<file path="src/hw/rtl/y2r_pkg.sv">
// ----------------------------------------------------------------------------
// y2r_pkg
// shared types, widths and register codes of the ycbcr to rgb converter
// ----------------------------------------------------------------------------
package y2r_pkg;

  localparam int unsigned PIX_W       = 8;
  localparam int unsigned COEF_W      = 18;
  localparam int unsigned LANES_MAX   = 4;
  localparam int unsigned PIXEL_LANES_DEF = 4;
  localparam int unsigned PRODUCT_W   = COEF_W + PIX_W;   // 18 x 8 unsigned
  localparam int unsigned FRAC_W      = 16;
  localparam int unsigned TERM_MAG_W  = PRODUCT_W - FRAC_W;
  localparam int unsigned TERM_W      = TERM_MAG_W + 1;
  localparam int unsigned SUM_W       = TERM_W + 1;
  localparam int unsigned CFG_IDX_W   = 4;
  localparam int unsigned IN_DATA_W   = 64;
  localparam int unsigned OUT_DATA_W  = 96;

  localparam logic [COEF_W-1:0] COEF_V_TO_RED_RST   = 18'd91881;
  localparam logic [COEF_W-1:0] COEF_U_TO_GREEN_RST = 18'd22553;
  localparam logic [COEF_W-1:0] COEF_V_TO_GREEN_RST = 18'd46802;
  localparam logic [COEF_W-1:0] COEF_U_TO_BLUE_RST  = 18'd116130;

  typedef enum logic [CFG_IDX_W-1:0] {
    REG_V_TO_RED   = 4'd0,
    REG_U_TO_GREEN = 4'd1,
    REG_V_TO_GREEN = 4'd2,
    REG_U_TO_BLUE  = 4'd3
  } cfg_reg_e;

  typedef struct packed {
    logic [COEF_W-1:0] v_to_red;
    logic [COEF_W-1:0] u_to_green;
    logic [COEF_W-1:0] v_to_green;
    logic [COEF_W-1:0] u_to_blue;
  } coef_t;

  // chroma terms of one pair, already scaled and truncated toward zero
  typedef struct packed {
    logic signed [TERM_W-1:0] red;
    logic signed [TERM_W-1:0] green_u;
    logic signed [TERM_W-1:0] green_v;
    logic signed [TERM_W-1:0] blue;
  } terms_t;

  typedef struct packed {
    logic [1:0][PIX_W-1:0] luma;
    terms_t                terms;
  } pair_t;

  typedef struct packed {
    logic [PIX_W-1:0] red;
    logic [PIX_W-1:0] green;
    logic [PIX_W-1:0] blue;
  } pixel_t;

endpackage

</file>
<file path="src/hw/rtl/y2r_pair.sv">
// ----------------------------------------------------------------------------
// y2r_pair
// chroma multipliers of one pair, registered together with the pair's lumas
// ----------------------------------------------------------------------------
module y2r_pair (
  input  logic                                clk_i,
  input  logic                                en_i,
  input  y2r_pkg::coef_t                      coef_i,
  input  logic [1:0][y2r_pkg::PIX_W-1:0]      luma_i,
  input  logic [y2r_pkg::PIX_W-1:0]           u_i,
  input  logic [y2r_pkg::PIX_W-1:0]           v_i,
  output y2r_pkg::pair_t                      pair_o
);
  import y2r_pkg::*;

  logic signed [PIX_W:0] du, dv;
  logic [PIX_W-1:0]      du_mag, dv_mag;
  logic                  du_neg, dv_neg;
  logic [PRODUCT_W-1:0]  p_red, p_gu, p_gv, p_blue;
  terms_t                terms_d;
  pair_t                 pair_q;

  function automatic logic signed [TERM_W-1:0] scale(input logic [PRODUCT_W-1:0] p,
                                                      input logic neg);
    logic signed [TERM_W-1:0] q;
    q = $signed({1'b0, p[PRODUCT_W-1:FRAC_W]});
    return neg ? -q : q;
  endfunction

  always_comb begin
    du     = $signed({1'b0, u_i}) - $signed(9'd128);
    dv     = $signed({1'b0, v_i}) - $signed(9'd128);
    du_neg = du[PIX_W];
    dv_neg = dv[PIX_W];
    // magnitude is at most 128 so it fits in eight bits
    du_mag = du_neg ? PIX_W'(-du) : PIX_W'(du);
    dv_mag = dv_neg ? PIX_W'(-dv) : PIX_W'(dv);
    p_red  = PRODUCT_W'(coef_i.v_to_red)   * PRODUCT_W'(dv_mag);
    p_gu   = PRODUCT_W'(coef_i.u_to_green) * PRODUCT_W'(du_mag);
    p_gv   = PRODUCT_W'(coef_i.v_to_green) * PRODUCT_W'(dv_mag);
    p_blue = PRODUCT_W'(coef_i.u_to_blue)  * PRODUCT_W'(du_mag);
    terms_d.red     = scale(p_red,  dv_neg);
    terms_d.green_u = scale(p_gu,   du_neg);
    terms_d.green_v = scale(p_gv,   dv_neg);
    terms_d.blue    = scale(p_blue, du_neg);
  end

  always_ff @(posedge clk_i) begin
    if (en_i) begin
      pair_q.luma  <= luma_i;
      pair_q.terms <= terms_d;
    end
  end

  assign pair_o = pair_q;

endmodule

</file>
<file path="src/hw/rtl/y2r_lane.sv">
// ----------------------------------------------------------------------------
// y2r_lane
// one pixel: luma plus chroma terms, clamped to a byte per channel
// ----------------------------------------------------------------------------
module y2r_lane (
  input  logic [y2r_pkg::PIX_W-1:0] luma_i,
  input  y2r_pkg::terms_t           terms_i,
  output y2r_pkg::pixel_t           pixel_o
);
  import y2r_pkg::*;

  logic signed [SUM_W-1:0] y_s, r_sum, g_sum, b_sum;

  function automatic logic [PIX_W-1:0] clamp(input logic signed [SUM_W-1:0] x);
    if (x < 0) begin
      return '0;
    end else if (x > $signed(SUM_W'(255))) begin
      return '1;
    end
    return x[PIX_W-1:0];
  endfunction

  always_comb begin
    y_s   = $signed({{(SUM_W-PIX_W){1'b0}}, luma_i});
    r_sum = y_s + SUM_W'(terms_i.red);
    g_sum = y_s - SUM_W'(terms_i.green_u) - SUM_W'(terms_i.green_v);
    b_sum = y_s + SUM_W'(terms_i.blue);
    pixel_o.red   = clamp(r_sum);
    pixel_o.green = clamp(g_sum);
    pixel_o.blue  = clamp(b_sum);
  end

endmodule

</file>
<file path="src/hw/rtl/y2r_merge.sv">
// ----------------------------------------------------------------------------
// y2r_merge
// packs the lane pixels into one result word and holds it for the sink
// ----------------------------------------------------------------------------
module y2r_merge (
  input  logic                                        clk_i,
  input  logic                                        rst_ni,
  input  logic                                        valid_i,
  input  y2r_pkg::pixel_t [y2r_pkg::LANES_MAX-1:0]    pixels_i,
  output logic                                        take_o,
  output logic                                        m_tvalid,
  input  logic                                        m_tready,
  output logic [y2r_pkg::OUT_DATA_W-1:0]              m_tdata
);
  import y2r_pkg::*;

  logic                  valid_q, valid_d;
  logic [OUT_DATA_W-1:0] data_q, data_d;

  assign take_o = !valid_q || m_tready;

  always_comb begin
    valid_d = valid_q;
    data_d  = data_q;
    if (take_o) begin
      valid_d = valid_i;
      for (int k = 0; k < LANES_MAX; k++) begin
        data_d[24*k +: 8]      = pixels_i[k].red;
        data_d[24*k + 8 +: 8]  = pixels_i[k].green;
        data_d[24*k + 16 +: 8] = pixels_i[k].blue;
      end
    end
  end

  always_ff @(posedge clk_i or negedge rst_ni) begin
    if (!rst_ni) begin
      valid_q <= 1'b0;
    end else begin
      valid_q <= valid_d;
    end
  end

  always_ff @(posedge clk_i) begin
    data_q <= data_d;
  end

  assign m_tvalid = valid_q;
  assign m_tdata  = data_q;

endmodule

</file>
<file path="src/hw/rtl/yuv420_to_rgb_converter_top.sv">
// ----------------------------------------------------------------------------
// yuv420_to_rgb_converter_top
// bt.601 full-range ycbcr 4:2:0 to rgb, four pixels per transaction
// ----------------------------------------------------------------------------
//  channel   dir  width  contents
//  s_axis    in   64     four lumas and two chroma pairs
//  m_axis    out  96     red, green, blue of four pixels
//  cfg       in   18     four q16 chroma gains, write only
//
// one transaction in and one out every clock while m_axis does not stall; a
// result passes the registered chroma multipliers of each pair, then the output register
// reset sets the gains to the bt.601 values and empties the pipeline
// a stall on m_axis holds the output register; s_tready drops only when the
// pipeline stage behind it is full as well
// ----------------------------------------------------------------------------
module yuv420_to_rgb_converter_top #(
  parameter int unsigned PIXEL_LANES = y2r_pkg::PIXEL_LANES_DEF
) (
  input  logic                               clk_i,
  input  logic                               rst_ni,
  // y_lane0, y_lane1, y_lane2, y_lane3, u_pair0, v_pair0, u_pair1, v_pair1
  input  logic [y2r_pkg::IN_DATA_W-1:0]      s_tdata,
  input  logic                               s_tvalid,
  output logic                               s_tready,
  // red_lane0, green_lane0, blue_lane0, ... red_lane3, green_lane3, blue_lane3
  output logic [y2r_pkg::OUT_DATA_W-1:0]     m_tdata,
  output logic                               m_tvalid,
  input  logic                               m_tready,
  input  logic                               cfg_we_i,
  input  logic [y2r_pkg::CFG_IDX_W-1:0]      cfg_idx_i,
  input  logic [y2r_pkg::COEF_W-1:0]         cfg_wdata_i
);
  import y2r_pkg::*;

  // chroma pair k serves lanes 2k and 2k+1
  localparam int unsigned NumPairs = (PIXEL_LANES + 1) / 2;

  coef_t                    coef_q, coef_d;
  logic                     st_a_valid_q;
  logic                     en_a, en_b;
  pair_t [NumPairs-1:0]     pair_q;
  pixel_t [LANES_MAX-1:0]   pixels;

  // gain registers, out-of-range indexes fall through untouched
  always_comb begin
    coef_d = coef_q;
    if (cfg_we_i) begin
      case (cfg_reg_e'(cfg_idx_i))
        REG_V_TO_RED:   coef_d.v_to_red   = cfg_wdata_i;
        REG_U_TO_GREEN: coef_d.u_to_green = cfg_wdata_i;
        REG_V_TO_GREEN: coef_d.v_to_green = cfg_wdata_i;
        REG_U_TO_BLUE:  coef_d.u_to_blue  = cfg_wdata_i;
        default: ;
      endcase
    end
  end

  always_ff @(posedge clk_i or negedge rst_ni) begin
    if (!rst_ni) begin
      coef_q.v_to_red   <= COEF_V_TO_RED_RST;
      coef_q.u_to_green <= COEF_U_TO_GREEN_RST;
      coef_q.v_to_green <= COEF_V_TO_GREEN_RST;
      coef_q.u_to_blue  <= COEF_U_TO_BLUE_RST;
    end else begin
      coef_q <= coef_d;
    end
  end

  // stage a moves when empty or when the output register takes its word
  assign en_a     = !st_a_valid_q || en_b;
  assign s_tready = en_a;

  always_ff @(posedge clk_i or negedge rst_ni) begin
    if (!rst_ni) begin
      st_a_valid_q <= 1'b0;
    end else if (en_a) begin
      st_a_valid_q <= s_tvalid;
    end
  end

  // multiplier stage, one unit per chroma pair
  for (genvar p = 0; p < NumPairs; p++) begin : g_pair
    y2r_pair u_pair (
      .clk_i  (clk_i),
      .en_i   (en_a),
      .coef_i (coef_q),
      .luma_i (s_tdata[16*p +: 16]),
      .u_i    (s_tdata[32 + 16*p +: 8]),
      .v_i    (s_tdata[40 + 16*p +: 8]),
      .pair_o (pair_q[p])
    );
  end

  // pixel lanes, lanes past the configured count drive zero
  for (genvar k = 0; k < LANES_MAX; k++) begin : g_lane
    if (k < PIXEL_LANES) begin : g_used
      y2r_lane u_lane (
        .luma_i  (pair_q[k/2].luma[k%2]),
        .terms_i (pair_q[k/2].terms),
        .pixel_o (pixels[k])
      );
    end else begin : g_unused
      assign pixels[k] = '0;
    end
  end

  // merge the lanes into the result word
  y2r_merge u_merge (
    .clk_i    (clk_i),
    .rst_ni   (rst_ni),
    .valid_i  (st_a_valid_q),
    .pixels_i (pixels),
    .take_o   (en_b),
    .m_tvalid (m_tvalid),
    .m_tready (m_tready),
    .m_tdata  (m_tdata)
  );

`ifndef ASSERT_OFF
  // an empty output register never blocks the input
  assert property (@(posedge clk_i) disable iff (!rst_ni)
    !m_tvalid |-> s_tready)
    else $error("input stalled with empty output register");

  // an accepted transaction lands in stage a
  assert property (@(posedge clk_i) disable iff (!rst_ni)
    s_tvalid && s_tready |=> st_a_valid_q)
    else $error("accepted transaction lost before stage a");

  // a stalled stage a keeps its word
  assert property (@(posedge clk_i) disable iff (!rst_ni)
    st_a_valid_q && !en_b |=> st_a_valid_q)
    else $error("stage a dropped a word under stall");

  // a write to the red gain takes effect on the next cycle
  assert property (@(posedge clk_i) disable iff (!rst_ni)
    cfg_we_i && cfg_idx_i == REG_V_TO_RED |=> coef_q.v_to_red == $past(cfg_wdata_i))
    else $error("red gain write not applied");
`endif

endmodule
</file>
<file path="config.mk">
export PLATFORM = sky130hd
export DESIGN_NAME = yuv420_to_rgb_converter_top
export DESIGN_NICKNAME = d
export VERILOG_FILES = /design/src/hw/rtl/y2r_pkg.sv /design/src/hw/rtl/y2r_pair.sv /design/src/hw/rtl/y2r_lane.sv /design/src/hw/rtl/y2r_merge.sv /design/src/hw/rtl/yuv420_to_rgb_converter_top.sv
export SDC_FILE = /design/constraint.sdc
export NUM_CORES = 2
export LEC_CHECK = 0
export BUFFER_PORTS_ARGS = -buffer_cell sky130_fd_sc_hd__buf_2
export CAP_MARGIN = 20
export CORE_MARGIN = 1.5
export CORE_UTILIZATION = 60
export DETAILED_ROUTE_END_ITERATION = 12
export HOLD_SLACK_MARGIN = 0.06
export PLACE_DENSITY_LB_ADDON = 0.12
export SKIP_LAST_GASP = 1
export SYNTH_ARGS = -nofsm -noshare
export SYNTH_HDL_FRONTEND = slang
export SYNTH_SLANG_ARGS = --single-unit
</file>
<file path="constraint.sdc">
create_clock -name clk_i -period 8 [get_ports clk_i]
set_clock_uncertainty 0.2 [all_clocks]
set_input_delay 2.4 -clock clk_i [delete_from_list [all_inputs] [get_ports clk_i]]
set_output_delay 2.4 -clock clk_i [all_outputs]
set_load 0.05 [all_outputs]
</file>
==> flow_metrics.env <==
export IMPL_result_of_the_run="finished, final reports clean"
export IMPL_final_layout_size_suffix_gt1_share_pct=19.73
export IMPL_cp_num_buf_inv=6
export IMPL_cts_num_sinks=290
export IMPL_arrival_ns=8.10
export IMPL_post_synth_inst_count=5554
export IMPL_holdCritPathClass="flip-flop to flip-flop"
export IMPL_slew_headroom_pct=33.44
export IMPL_worstSetupEndpointType="flip-flop"
export IMPL_multi_input_comb_area_um2=41120
export IMPL_design_core_area_um2=85410
export IMPL_ant_nets=0
export IMPL_num_fill_cells=6501
export IMPL_start_util_pct=60.79
export IMPL_synth_area_um2=51920
export IMPL_report_final_hold_viol_count=0
export IMPL_f_max_ghz=0.1251
export IMPL_remaining_drc_errors=0
export IMPL_timing_critical_path_slowest_stage_cell="sky130_fd_sc_hd__fa_1"
export IMPL_first_global_vias=41390
export IMPL_cts_htree_levels=2
export IMPL_synth_edff_count=216
export IMPL_clockRootBuffer="sky130_fd_sc_hd__clkbuf_16"
export IMPL_tritoncts="done"
export IMPL_critical_path_peak_fanout=8
export IMPL_synthesis_nets=6917
export IMPL_vias_per_cell=5.657
export IMPL_setup_violations=0
export IMPL_synth_distinct_cells=92
export IMPL_gp_congestion=0.9051
export IMPL_grt_pass1_wl_um=216500
export IMPL_setup_worst_path_class="input port to flip-flop"
export IMPL_period_share_pct=99.89
export IMPL_rsz0062_at_grt="true"
export IMPL_io_pins=189
export IMPL_stdcell_area_um2=61150
export IMPL_cts_hold_buf=0
export IMPL_nets=7443
export IMPL_maxSlewViolCount=0
export IMPL_synthDominantAreaCellType="sky130_fd_sc_hd__fa_1"
export IMPL_yosys_most_used_dff="sky130_fd_sc_hd__edfxtp_1"
export IMPL_clk_path_buf_depth=3
export IMPL_clkSlewWorstSetupHoldPaths_ns=0.06
export IMPL_drt_first_pass_iters=6
export IMPL_row_count=107
export IMPL_grt_use_total_pct=30.50
export IMPL_area_sequential_um2=8379
export IMPL_top_cells_by_area_in_the_synthesized_netlist="sky130_fd_sc_hd__fa_1, sky130_fd_sc_hd__edfxtp_1, sky130_fd_sc_hd__ha_1"
export IMPL_die_outline_area_um2=88310
export IMPL_io_buffer_count=188
export IMPL_synth_yosys_seq_area_share_pct=16.14
export IMPL_postRouteWirelength_um=137900
export IMPL_fin_util_pct=71.59
export IMPL_area_delta_synth_final_pct=17.77
export IMPL_overflow=0
export IMPL_path_delay_family="adder cells"
export IMPL_synthTopCellsByCount="sky130_fd_sc_hd__inv_1, sky130_fd_sc_hd__fa_1, sky130_fd_sc_hd__and2_1, sky130_fd_sc_hd__nand2_1, sky130_fd_sc_hd__ha_1"
export IMPL_critical_path_most_common_cell="sky130_fd_sc_hd__fa_1"
export IMPL_clock_latency_reported_for_the_late_side_of_the_worst_skew_pair_ns=0.57
export IMPL_critical_path_start_type="input port"
export IMPL_initial_antenna_violation_count=5
export IMPL_asyncSetResetFlopFracSynth_pct=25.52
export IMPL_ys_ff_latch=290
export IMPL_critical_path_max_stage_delay_ns=0.56
export IMPL_drv_cap=0
export IMPL_wire_per_inst_um=19.02
export IMPL_grt_start_max_net_pins=121
export IMPL_synthMostInstantiatedCell="sky130_fd_sc_hd__inv_1"
export IMPL_layout_min_cycle_time_ns=7.991
export IMPL_hpwl_um=106300
export IMPL_setup_tns_final_ns=0
export IMPL_detailed_place_area_um2=57930
export IMPL_syn_mean_instance_area_um2=9.348
export IMPL_cp_required_ns=8.11
export IMPL_die_y_um=297.2
export IMPL_dieWidth_um=297.2
export IMPL_synth_top_area_share_pct=30.85
export IMPL_vias=41020
export IMPL_worstMarginPinSlew_ns=0.9907
export IMPL_drt_first_iter_violations=2741
export IMPL_numCtsBuffers=36
export IMPL_ys_warn_count=0
## registers in the layout, indices dropped and copies added (netlist names)
| name | cells |
|---|---|
| coef_q | 72 |
| g_pair.u_pair.pair_o | 120 |
| st_a_valid_q | 1 |
| u_merge.m_tdata | 96 |
| u_merge.m_tvalid | 1 |
## path summary, 6_finish.rpt
kind | startpoint | to | slack, ns | cells after the start
worst max-delay path | s_tdata[50] | g_pair[1].u_pair.pair_o[28]$_DFFE_PP_ | 0.009 | 25
worst min-delay path | st_a_valid_q$_DFFE_PN0P_ | u_merge.m_tvalid$_DFFE_PN0P_ | 0.31 | 1
worst max register to register | coef_q[41]$_DFFE_PN0P_ | g_pair[1].u_pair.pair_o[28]$_DFFE_PP_ | 1.84 | 20
worst min register to register | st_a_valid_q$_DFFE_PN0P_ | u_merge.m_tvalid$_DFFE_PN0P_ | 0.31 | 1
max in group asynchronous | rst_ni | coef_q[65]$_DFFE_PN0P_ | 4.94 | 2
min in group asynchronous | rst_ni | coef_q[43]$_DFFE_PN0P_ | 1.56 | 1
## cells in the final DEF, fill, tap and decap left out, drive strengths merged, types with 15 or more instances in the layout
master / instances
o21ai: 138
nor2b: 19
and2: 736
a21o: 77
o311a: 24
nor2: 219
or2: 15
o21a: 40
clkbuf: 51
o21bai: 43
inv: 905
o211ai: 21
edfxtp: 216
buf: 713
a22oi: 22
ha: 472
nand3: 28
xor2: 87
mux2: 86
xnor2: 142
fa: 800
clkinv: 23
nand4: 19
o31ai: 32
a31oi: 43
nor3: 67
dfstp: 33
dfrtp: 41
nand2b: 17
a21oi: 220
and3: 24
a211oi: 30
nand2: 515
## cell type report
class                      count  area share, %
antenna                        1       0.004092
multi-input combinational   4120          67.25
sequential                   290          13.70
tap                         1144          2.341
timing repair buffer         722          9.216
inverter                     910          5.606
clock buffer                  42          1.526
clock inverter                22         0.3581
## per-stage QoR
stage          hold slack [ns]  instances  setup WS [ns]
5_1_grt                 0.3416       7250        -0.1711
6_report                0.3066       7251       0.008733
3_5_place_dp            0.3011       7129        -0.6132
4_1_cts                 0.3149       7193       0.004781
3_3_place_gp            0.2700       7129        -0.5041
2_1_floorplan           0.2351       5554        -0.3665
## worst register-to-register path, cell delays in order (launching register included)
cell and delay (ns):
sky130_fd_sc_hd__dfrtp_1 0.63, sky130_fd_sc_hd__and2_4 0.29, sky130_fd_sc_hd__fa_1 0.53, sky130_fd_sc_hd__inv_1 0.06
sky130_fd_sc_hd__fa_1 0.54, sky130_fd_sc_hd__inv_1 0.05, sky130_fd_sc_hd__fa_1 0.48, sky130_fd_sc_hd__fa_1 0.56
sky130_fd_sc_hd__ha_4 0.21, sky130_fd_sc_hd__a21o_1 0.18, sky130_fd_sc_hd__a211o_1 0.27, sky130_fd_sc_hd__o211ai_1 0.24
sky130_fd_sc_hd__nand4b_1 0.21, sky130_fd_sc_hd__buf_6 0.20, sky130_fd_sc_hd__a41oi_4 0.20, sky130_fd_sc_hd__mux2i_2 0.32
sky130_fd_sc_hd__o2111ai_2 0.16, sky130_fd_sc_hd__mux2i_1 0.18, sky130_fd_sc_hd__nand4_1 0.12, sky130_fd_sc_hd__xor2_1 0.16
sky130_fd_sc_hd__buf_4 0.14
## timing repair
item,4_1_cts,5_1_grt
gates cloned,0,8
gates resized for setup,2,300
pin swaps,0,161
buffers inserted,0,53
setup endpoints to repair,2,67
## per-layer routing
metal / global-route usage [%] / vias to the layer above / part of all wire, %
li1: - / 18890 / -
met3: 4.594 / 237 / 7.5
met5: 0 / - / 0.046
met1: 43.13 / 20410 / 44
met4: 7.410 / 10 / 2.5
met2: 49.61 / 1477 / 46
## cell families (layout without fill, tap and decap cells)
logic type	Yosys count	in the layout	synth area share [%]
simple gates	1732	1732	17.34
fa+ha+maj	1272	1272	42.22
buf+inv	1144	1696	8.297
compound gates	792	792	10.07
flops	290	290	16.14
xor+xnor	230	230	3.909
mux	94	94	2.027
other cells	0	1	0
Power is not shown: default switching activity piles up to over one toggle a cycle in this logic, so the estimate is an artifact.
